==> config.mk <==
export PLATFORM = sky130hd
export DESIGN_NAME = bresenham_line_rasterizer_flat
export DESIGN_NICKNAME = d
export VERILOG_FILES = /design/src/hdl/bres_pkg.sv /design/src/hdl/bres_ifs.sv /design/src/hdl/bres_setup.sv /design/src/hdl/bres_stepper.sv /design/src/hdl/bresenham_line_rasterizer.sv /design/src/flat_wrapper.sv
export SDC_FILE = /design/constraint.sdc
export NUM_CORES = 1
export LEC_CHECK = 0
export ABC_CLOCK_PERIOD_IN_PS = 13900
export BUFFER_PORTS_ARGS = -buffer_cell sky130_fd_sc_hd__buf_2
export CORE_MARGIN = 4
export CORE_UTILIZATION = 27
export CTS_CLUSTER_DIAMETER = 120
export DETAILED_ROUTE_END_ITERATION = 7
export GPL_ROUTABILITY_DRIVEN = 1
export GPL_TIMING_DRIVEN = 0
export PLACE_DENSITY = 0.5
export SYNTH_ARGS = -nofsm -noshare
export SYNTH_HDL_FRONTEND = slang
export SYNTH_SLANG_ARGS = --single-unit
export TNS_END_PERCENT = 100
==> constraint.sdc <==
create_clock -name clock -period 13.9 [get_ports clock]
set_clock_uncertainty 0.15 [all_clocks]
set_input_delay 0.695 -clock clock [delete_from_list [all_inputs] [get_ports clock]]
set_output_delay 0.695 -clock clock [all_outputs]
set_load 0.02 [all_outputs]
==> src/hdl/bres_pkg.sv <==
// Shared widths, codes and types of the line rasterizer.
package bres_pkg;

   localparam int COORD_BITS     = 12;
   localparam int DELTA_BITS     = COORD_BITS + 1;
   localparam int ERR_BITS       = COORD_BITS + 2;
   localparam int COLOR_BITS     = 16;
   localparam int SCREEN_BITS    = 8;
   localparam int CSR_INDEX_BITS = 1;
   localparam int CSR_DATA_BITS  = 8;

   localparam logic FUNC_START = 1'b0;
   localparam logic FUNC_STEP  = 1'b1;

   localparam logic [CSR_INDEX_BITS-1:0] CSR_SCREEN_WIDTH  = 1'd0;
   localparam logic [CSR_INDEX_BITS-1:0] CSR_SCREEN_HEIGHT = 1'd1;

   localparam logic [SCREEN_BITS-1:0] SCREEN_WIDTH_RESET  = 8'd160;
   localparam logic [SCREEN_BITS-1:0] SCREEN_HEIGHT_RESET = 8'd128;

   typedef logic signed [COORD_BITS-1:0] coord_type;
   typedef logic signed [DELTA_BITS-1:0] sdelta_type;
   typedef logic        [DELTA_BITS-1:0] delta_type;
   typedef logic signed [ERR_BITS-1:0]   err_type;
   typedef logic        [COLOR_BITS-1:0] color_type;
   typedef logic        [SCREEN_BITS-1:0] screen_type;

   // Walk state of one line, loaded by a start transfer
   typedef struct packed {
      logic      steep;
      coord_type major_pos;
      coord_type major_end;
      coord_type minor_pos;
      logic      step_down;
      err_type   error;
      delta_type major_delta;
      delta_type minor_delta;
      color_type color;
   } line_type;

   typedef struct packed {
      coord_type x;
      coord_type y;
      color_type color;
      logic      on_screen;
      logic      last;
   } pixel_type;

endpackage

==> src/hdl/bres_ifs.sv <==
// Request and response channel interfaces of the line rasterizer.
interface bres_req_if;
   import bres_pkg::*;

   logic      valid;
   logic      ready;
   logic      func;
   coord_type start_x;
   coord_type start_y;
   coord_type end_x;
   coord_type end_y;
   color_type line_color;

   modport source (output valid, func, start_x, start_y, end_x, end_y, line_color,
                   input ready);
   modport sink (input valid, func, start_x, start_y, end_x, end_y, line_color,
                 output ready);
endinterface

interface bres_rsp_if;
   import bres_pkg::*;

   logic      valid;
   logic      ready;
   coord_type pixel_x;
   coord_type pixel_y;
   color_type pixel_color;
   logic      on_screen;
   logic      last_pixel;

   modport source (output valid, pixel_x, pixel_y, pixel_color, on_screen, last_pixel,
                   input ready);
   modport sink (input valid, pixel_x, pixel_y, pixel_color, on_screen, last_pixel,
                 output ready);
endinterface

==> src/hdl/bres_setup.sv <==
// Line setup: steep test, endpoint ordering and initial error term.
module bres_setup
   import bres_pkg::*;
(
   input  coord_type start_x,
   input  coord_type start_y,
   input  coord_type end_x,
   input  coord_type end_y,
   input  color_type line_color,
   output line_type  line
);

   sdelta_type dx;
   sdelta_type dy;
   delta_type  abs_dx;
   delta_type  abs_dy;
   logic       steep;
   coord_type  a0;
   coord_type  a1;
   coord_type  b0;
   coord_type  b1;
   coord_type  maj_lo;
   coord_type  maj_hi;
   coord_type  min_lo;
   coord_type  min_hi;
   logic       swap;
   delta_type  major_delta;
   sdelta_type minor_diff;

   always_comb begin
      dx     = sdelta_type'(end_x) - sdelta_type'(start_x);
      dy     = sdelta_type'(end_y) - sdelta_type'(start_y);
      abs_dx = dx[DELTA_BITS-1] ? delta_type'(-dx) : delta_type'(dx);
      abs_dy = dy[DELTA_BITS-1] ? delta_type'(-dy) : delta_type'(dy);
      steep  = abs_dy > abs_dx;

      a0 = steep ? start_y : start_x;
      b0 = steep ? start_x : start_y;
      a1 = steep ? end_y   : end_x;
      b1 = steep ? end_x   : end_y;

      // draw from the lower major coordinate upward
      swap   = a0 > a1;
      maj_lo = swap ? a1 : a0;
      maj_hi = swap ? a0 : a1;
      min_lo = swap ? b1 : b0;
      min_hi = swap ? b0 : b1;

      major_delta = delta_type'(sdelta_type'(maj_hi) - sdelta_type'(maj_lo));
      minor_diff  = sdelta_type'(min_hi) - sdelta_type'(min_lo);

      line.steep       = steep;
      line.major_pos   = maj_lo;
      line.major_end   = maj_hi;
      line.minor_pos   = min_lo;
      line.step_down   = !(min_lo < min_hi);
      line.error       = err_type'({1'b0, major_delta[DELTA_BITS-1:1]});
      line.major_delta = major_delta;
      line.minor_delta = minor_diff[DELTA_BITS-1] ? delta_type'(-minor_diff)
                                                  : delta_type'(minor_diff);
      line.color       = line_color;
   end

endmodule

==> src/hdl/bres_stepper.sv <==
// Line walk state and the per-pixel Bresenham step with the on-screen test.
module bres_stepper
   import bres_pkg::*;
(
   input  logic       clock,
   input  logic       reset,
   input  logic       accept,
   input  logic       func,
   input  line_type   setup_line,
   input  screen_type screen_width,
   input  screen_type screen_height,
   output logic       pix_valid,
   output pixel_type  pix
);

   logic     busy_ff;
   logic     busy_in;
   line_type line_ff;
   line_type line_in;

   logic      last;
   err_type   err_sub;
   err_type   err_fix;
   coord_type minor_inc;
   coord_type px;
   coord_type py;
   logic      x_in;
   logic      y_in;

   always_comb begin
      px   = line_ff.steep ? line_ff.minor_pos : line_ff.major_pos;
      py   = line_ff.steep ? line_ff.major_pos : line_ff.minor_pos;
      last = line_ff.major_pos >= line_ff.major_end;

      x_in = !px[COORD_BITS-1] &&
             (px[COORD_BITS-2:0] < (COORD_BITS-1)'(screen_width));
      y_in = !py[COORD_BITS-1] &&
             (py[COORD_BITS-2:0] < (COORD_BITS-1)'(screen_height));

      pix_valid     = accept && (func == FUNC_STEP) && busy_ff;
      pix.x         = px;
      pix.y         = py;
      pix.color     = line_ff.color;
      pix.on_screen = x_in && y_in;
      pix.last      = last;

      err_sub   = line_ff.error - err_type'({1'b0, line_ff.minor_delta});
      err_fix   = err_sub + err_type'({1'b0, line_ff.major_delta});
      minor_inc = line_ff.step_down ? {COORD_BITS{1'b1}} : coord_type'(1);

      busy_in = busy_ff;
      line_in = line_ff;
      if (accept && (func == FUNC_START)) begin
         busy_in = 1'b1;
         line_in = setup_line;
      end else if (pix_valid) begin
         if (last) begin
            busy_in = 1'b0;
         end else begin
            line_in.major_pos = line_ff.major_pos + coord_type'(1);
            if (err_sub[ERR_BITS-1]) begin
               line_in.minor_pos = line_ff.minor_pos + minor_inc;
               line_in.error     = err_fix;
            end else begin
               line_in.error = err_sub;
            end
         end
      end
   end

   always_ff @(posedge clock) begin
      if (reset) begin
         busy_ff <= 1'b0;
         line_ff <= '0;
      end else begin
         busy_ff <= busy_in;
         line_ff <= line_in;
      end
   end

endmodule

==> src/hdl/bresenham_line_rasterizer.sv <==
// Bresenham line rasterizer: a start transfer (func 0) loads two endpoints and a
// color and gives no response; each step transfer (func 1) then gives one pixel,
// from the lower major coordinate upward, with an on-screen flag against the
// screen_width/screen_height registers and last_pixel on the final one. Steps
// while no line is active give nothing, and a start abandons any line in
// progress. The line state sits in registers and one pixel step (subtract, sign
// test, add) feeds the response register, so a new request is taken every clock
// as long as the response is drained. The user writes registers through csr_*
// only while no request is outstanding; the block itself does not enforce it.
module bresenham_line_rasterizer
   import bres_pkg::*;
(
   input  logic                      clock,
   input  logic                      reset,
   bres_req_if.sink                  req_ch,
   bres_rsp_if.source                rsp_ch,
   input  logic                      csr_we,
   input  logic [CSR_INDEX_BITS-1:0] csr_index,
   input  logic [CSR_DATA_BITS-1:0]  csr_wdata
);

   screen_type width_ff;
   screen_type height_ff;
   logic       rsp_valid_ff;
   logic       rsp_valid_in;
   pixel_type  rsp_ff;
   pixel_type  rsp_in;

   logic      accept;
   line_type  setup_line;
   logic      pix_valid;
   pixel_type pix;

   // response register empties or drains this cycle
   assign req_ch.ready = !rsp_valid_ff || rsp_ch.ready;
   assign accept       = req_ch.valid && req_ch.ready;

   bres_setup u_setup (
      .start_x    (req_ch.start_x),
      .start_y    (req_ch.start_y),
      .end_x      (req_ch.end_x),
      .end_y      (req_ch.end_y),
      .line_color (req_ch.line_color),
      .line       (setup_line)
   );

   bres_stepper u_stepper (
      .clock         (clock),
      .reset         (reset),
      .accept        (accept),
      .func          (req_ch.func),
      .setup_line    (setup_line),
      .screen_width  (width_ff),
      .screen_height (height_ff),
      .pix_valid     (pix_valid),
      .pix           (pix)
   );

   always_comb begin
      rsp_valid_in = rsp_valid_ff && !rsp_ch.ready;
      rsp_in       = rsp_ff;
      if (pix_valid) begin
         rsp_valid_in = 1'b1;
         rsp_in       = pix;
      end
   end

   always_ff @(posedge clock) begin
      if (reset) begin
         rsp_valid_ff <= 1'b0;
         width_ff     <= SCREEN_WIDTH_RESET;
         height_ff    <= SCREEN_HEIGHT_RESET;
      end else begin
         rsp_valid_ff <= rsp_valid_in;
         if (csr_we) begin
            case (csr_index)
               CSR_SCREEN_WIDTH:  width_ff  <= csr_wdata;
               CSR_SCREEN_HEIGHT: height_ff <= csr_wdata;
               default: ;
            endcase
         end
      end
   end

   always_ff @(posedge clock) begin
      rsp_ff <= rsp_in;
   end

   assign rsp_ch.valid       = rsp_valid_ff;
   assign rsp_ch.pixel_x     = rsp_ff.x;
   assign rsp_ch.pixel_y     = rsp_ff.y;
   assign rsp_ch.pixel_color = rsp_ff.color;
   assign rsp_ch.on_screen   = rsp_ff.on_screen;
   assign rsp_ch.last_pixel  = rsp_ff.last;

endmodule

==> src/flat_wrapper.sv <==
// flat-port wrapper written by rule: the top's interface ports become plain ports
module bresenham_line_rasterizer_flat import bres_pkg::*;
  (clock, reset, csr_we, csr_index, csr_wdata, req_ch_valid, req_ch_func, req_ch_start_x, req_ch_start_y, req_ch_end_x, req_ch_end_y, req_ch_line_color, req_ch_ready, rsp_ch_valid, rsp_ch_pixel_x, rsp_ch_pixel_y, rsp_ch_pixel_color, rsp_ch_on_screen, rsp_ch_last_pixel, rsp_ch_ready);
  bres_req_if req_ch_i ();
  bres_rsp_if rsp_ch_i ();
  input  logic clock;
  input  logic reset;
  input  logic csr_we;
  input  logic [CSR_INDEX_BITS-1:0] csr_index;
  input  logic [CSR_DATA_BITS-1:0] csr_wdata;
  input wire logic [$bits(req_ch_i.valid)-1:0] req_ch_valid;
  input wire logic [$bits(req_ch_i.func)-1:0] req_ch_func;
  input wire logic [$bits(req_ch_i.start_x)-1:0] req_ch_start_x;
  input wire logic [$bits(req_ch_i.start_y)-1:0] req_ch_start_y;
  input wire logic [$bits(req_ch_i.end_x)-1:0] req_ch_end_x;
  input wire logic [$bits(req_ch_i.end_y)-1:0] req_ch_end_y;
  input wire logic [$bits(req_ch_i.line_color)-1:0] req_ch_line_color;
  output wire logic [$bits(req_ch_i.ready)-1:0] req_ch_ready;
  output wire logic [$bits(rsp_ch_i.valid)-1:0] rsp_ch_valid;
  output wire logic [$bits(rsp_ch_i.pixel_x)-1:0] rsp_ch_pixel_x;
  output wire logic [$bits(rsp_ch_i.pixel_y)-1:0] rsp_ch_pixel_y;
  output wire logic [$bits(rsp_ch_i.pixel_color)-1:0] rsp_ch_pixel_color;
  output wire logic [$bits(rsp_ch_i.on_screen)-1:0] rsp_ch_on_screen;
  output wire logic [$bits(rsp_ch_i.last_pixel)-1:0] rsp_ch_last_pixel;
  input wire logic [$bits(rsp_ch_i.ready)-1:0] rsp_ch_ready;
  assign req_ch_i.valid = req_ch_valid;
  assign req_ch_i.func = req_ch_func;
  assign req_ch_i.start_x = req_ch_start_x;
  assign req_ch_i.start_y = req_ch_start_y;
  assign req_ch_i.end_x = req_ch_end_x;
  assign req_ch_i.end_y = req_ch_end_y;
  assign req_ch_i.line_color = req_ch_line_color;
  assign req_ch_ready = req_ch_i.ready;
  assign rsp_ch_valid = rsp_ch_i.valid;
  assign rsp_ch_pixel_x = rsp_ch_i.pixel_x;
  assign rsp_ch_pixel_y = rsp_ch_i.pixel_y;
  assign rsp_ch_pixel_color = rsp_ch_i.pixel_color;
  assign rsp_ch_on_screen = rsp_ch_i.on_screen;
  assign rsp_ch_last_pixel = rsp_ch_i.last_pixel;
  assign rsp_ch_i.ready = rsp_ch_ready;
  bresenham_line_rasterizer u_core (.clock(clock), .reset(reset), .req_ch(req_ch_i), .rsp_ch(rsp_ch_i), .csr_we(csr_we), .csr_index(csr_index), .csr_wdata(csr_wdata));
endmodule
==> results.json <==
{
  "hold_buffers": 0,
  "min_period_ns": 12.97,
  "synth_area_mm2": 0.0130,
  "cp.arrival_ns": 13.11,
  "slew_viol_final": 0,
  "slew_headroom": 0.377,
  "grt_start_max_net_pins": 36,
  "min-delay-start": "u_core.u_stepper.pix[7]",
  "clockBufferDepth": 2,
  "setup_slack_ns": 0.925,
  "endpoint_kind": "register",
  "seq_area_mm2": 0.00350,
  "dpl.hpwl_um": 38400,
  "clock-sinks": 154,
  "synth_largest_area_cell": "dfxtp_1",
  "ant_nets": 0,
  "drc": 0,
  "start_kind": "input port",
  "maxCapViolCount": 0,
  "grt_pass1_vias": 12122,
  "vias": 12813,
  "min_to": "u_core.rsp_ch.pixel_color[5]",
  "dp_cells": 2408,
  "crit_top_cell": "o21ai_0",
  "synth_cell_type_count": 78,
  "setup_viol": 0,
  "placement.io_buffers": 121,
  "first_iter_violations": 1041,
  "r2r_slack_ns": 9.33,
  "antennaDiodeCount": 0,
  "row_count": 80,
  "drt_pass1_iterations": 7,
  "overflow": 0,
  "yosysSeqAreaShare": 0.270,
  "grt_use_met2": 0.287,
  "dieHeight_um": 227,
  "synth_area_leaders": "dfxtp_1 17%, ha_1 12%, edfxtp_1 9.7%",
  "ys_top_cells_by_count": "250 x nand2_1, 134 x inv_1, 128 x nor2_1",
  "area_growth_pct": 16.1,
  "avgSynthCellArea_um2": 7.77,
  "drt_wl_total_um": 48000,
  "synth-edff-count": 42,
  "path_clk_slew_ns": 0.06,
  "initial_core_util": 0.272,
  "viasPerCell": 5.24,
  "ios": 123,
  "async_flop_share": 0,
  "post-place-ws_ns": -0.519,
  "fillers": 5155,
  "cts_tree": "done",
  "dieArea_mm2": 0.0516,
  "crit_path_max_fanout": 13,
  "clockRootBuffer": "clkbuf_16",
  "r2r_cells": 15,
  "post-route-util": 0.316,
  "drive_above_1_share": 0.123,
  "hold_path_class": "reg2reg",
  "routabilityCongestion": 0.934,
  "worst_r2r_endpoint": "u_core.u_stepper.line_ff[50]",
  "synth_top_area_share": 0.173,
  "cpPeakStageDelay_ns": 0.61,
  "nNetsFinal": 2029,
  "clock_latency_ns": 0.44,
  "busiest_layer": "met2",
  "critPathBufInv": 10,
  "syn_inst": 1671,
  "finalSetupTns_ns": 0,
  "status": "completed",
  "path_delay_family": "compound AO/OA/AOI/OAI gates",
  "multi_input_area_mm2": 0.00867,
  "synth_nets": 1882,
  "grt_pass1_wl_um": 72300,
  "final_hold_viol_count": 0,
  "yosys_warnings": 0,
  "grt_util_all_layers": 0.182,
  "wl_per_cell_um": 19.6,
  "numCtsBuffers": 17,
  "gr-usage-met3": 0.0255,
  "synthMostInstantiatedCell": "nand2_1",
  "globalRouteMet1Util": 0.261,
  "synth_ff_type": "dfxtp_1",
  "antenna_found_initial": 1,
  "core_area_mm2": 0.0476,
  "crit_type": "in2reg",
  "synth-seq-cells": 154,
  "fmax_ghz": 0.0771,
  "final_cells": 2446,
  "timing.rr.start": "u_core.u_stepper.line_ff[17]",
  "fin_crit_sh": 0.933,
  "die_width_um": 227,
  "hold_depth": 0,
  "cts_max_level": 4,
  "critical_path_required_ns": 14.03,
  "crit_slowest_cell": "a2111oi_1",
  "tightest_slew_ns": 0.909
}
==> repair_timing <==
action / in CTS / in global routing
buffers inserted: 0 / 9
resized for setup: 1 / 11
setup endpoints to repair: 2 / 13
pin swaps: 0 / 2
gates cloned: 0 / 0
endpoints found under the hold margin: 0 / 0
==> layout by cell type (no fill, tap or decap), types with 14 or more instances in the layout <==
master	Yosys	layout
edfxtp_1	42	42
nor3_1	30	29
inv_1	134	134
mux2_2	29	29
a211oi_1	43	43
nand2b_1	23	23
buf_2	5	126
nand2_1	250	250
a21boi_0	16	16
xor2_1	38	38
nor2b_1	30	30
and3_1	22	22
clkbuf_16	0	17
a31oi_1	27	26
o211ai_1	28	28
nor2_1	128	128
a21oi_1	122	122
clkbuf_1	61	53
ha_1	126	126
mux2i_1	31	31
or3_1	15	15
a21o_1	24	24
xnor2_1	47	47
nand3_1	30	30
nand4_1	14	14
dfxtp_1	112	112
o21ai_0	100	100
==> cell families (layout without fill, tap and decap cells) <==
family                     count (synthesis)  count (layout)  synth area share
AOI/OAI and AO/OA                        435             435             0.217
DFF                                      154             154             0.270
muxes                                     63              63            0.0527
adders and majority gates                135             135             0.133
buffers and inverters                    214             374            0.0629
xor gates and xnor gates                  85              85            0.0574
and+or+nand+nor                          585             585             0.207
==> how the worst max path moves through the flow <==
stage,start,end,depth (start not counted)
3_3_place_gp,req_ch_end_y[0],u_core.u_stepper.line_ff[27],54
4_1_cts,req_ch_end_y[0],u_core.u_stepper.line_ff[27],56
5_1_grt,req_ch_end_y[0],u_core.u_stepper.line_ff[27],57
2_1_floorplan,req_ch_end_x[0],u_core.u_stepper.line_ff[27],47
3_5_place_dp,req_ch_end_y[0],u_core.u_stepper.line_ff[27],55
6_report,req_ch_end_y[0],u_core.u_stepper.line_ff[27],57
==> stage by stage <==
step / area, um^2 / hold WS, ns
after floorplan: 13000 / 0.258
after global placement: 14400 / 0.262
after detailed placement: 14400 / 0.266
after CTS: 15000 / 0.283
after global routing: 15100 / 0.292
final: 15100 / 0.282
==> cell type report <==
cell class              instances  share of cell area
multi-input cells            1303               0.575
clock inverters                15              0.0124
plain buffers                  76              0.0204
clock buffers                  17              0.0282
well taps                     615              0.0510
flip-flops and latches        154               0.232
inverters                     135              0.0336
repair buffers                131              0.0468
==> worst reg2reg max path: cells and delay by family, from the launching register on <==
family | cells | cell delay [ns]
AOI/OAI and AO/OA | 7 | 1.70
buffers and inverters | 3 | 1.04
and+or+nand+nor | 4 | 0.98
DFF | 1 | 0.36
adders and majority gates | 1 | 0.28
==> registers in the layout, summed over array words and instances (netlist names) <==
| register | flops |
|---|---|
| u_core.rsp_ch.pixel_x | 12 |
| u_core.rsp_ch.pixel_color | 16 |
| u_core.width_ff | 8 |
| u_core.rsp_ch.last_pixel | 1 |
| u_core.u_stepper.line_ff | 78 |
| u_core.u_stepper.busy_ff | 1 |
| u_core.rsp_ch.on_screen | 1 |
| u_core.height_ff | 8 |
| u_core.rsp_ch.valid | 1 |
| u_core.rsp_ch.pixel_y | 12 |
| u_core.u_stepper.pix | 16 |
==> routing by layer <==
layer / up-vias / wire length (um)
met5: - / 0
met2: 466 / 21300
met1: 6081 / 22400
met3: 64 / 3250
met4: 0 / 1080
li1: 6202 / -
Power is left out: the tool's default activity adds up to more than one toggle a clock period on the data nets, which glitch-free logic cannot reach.
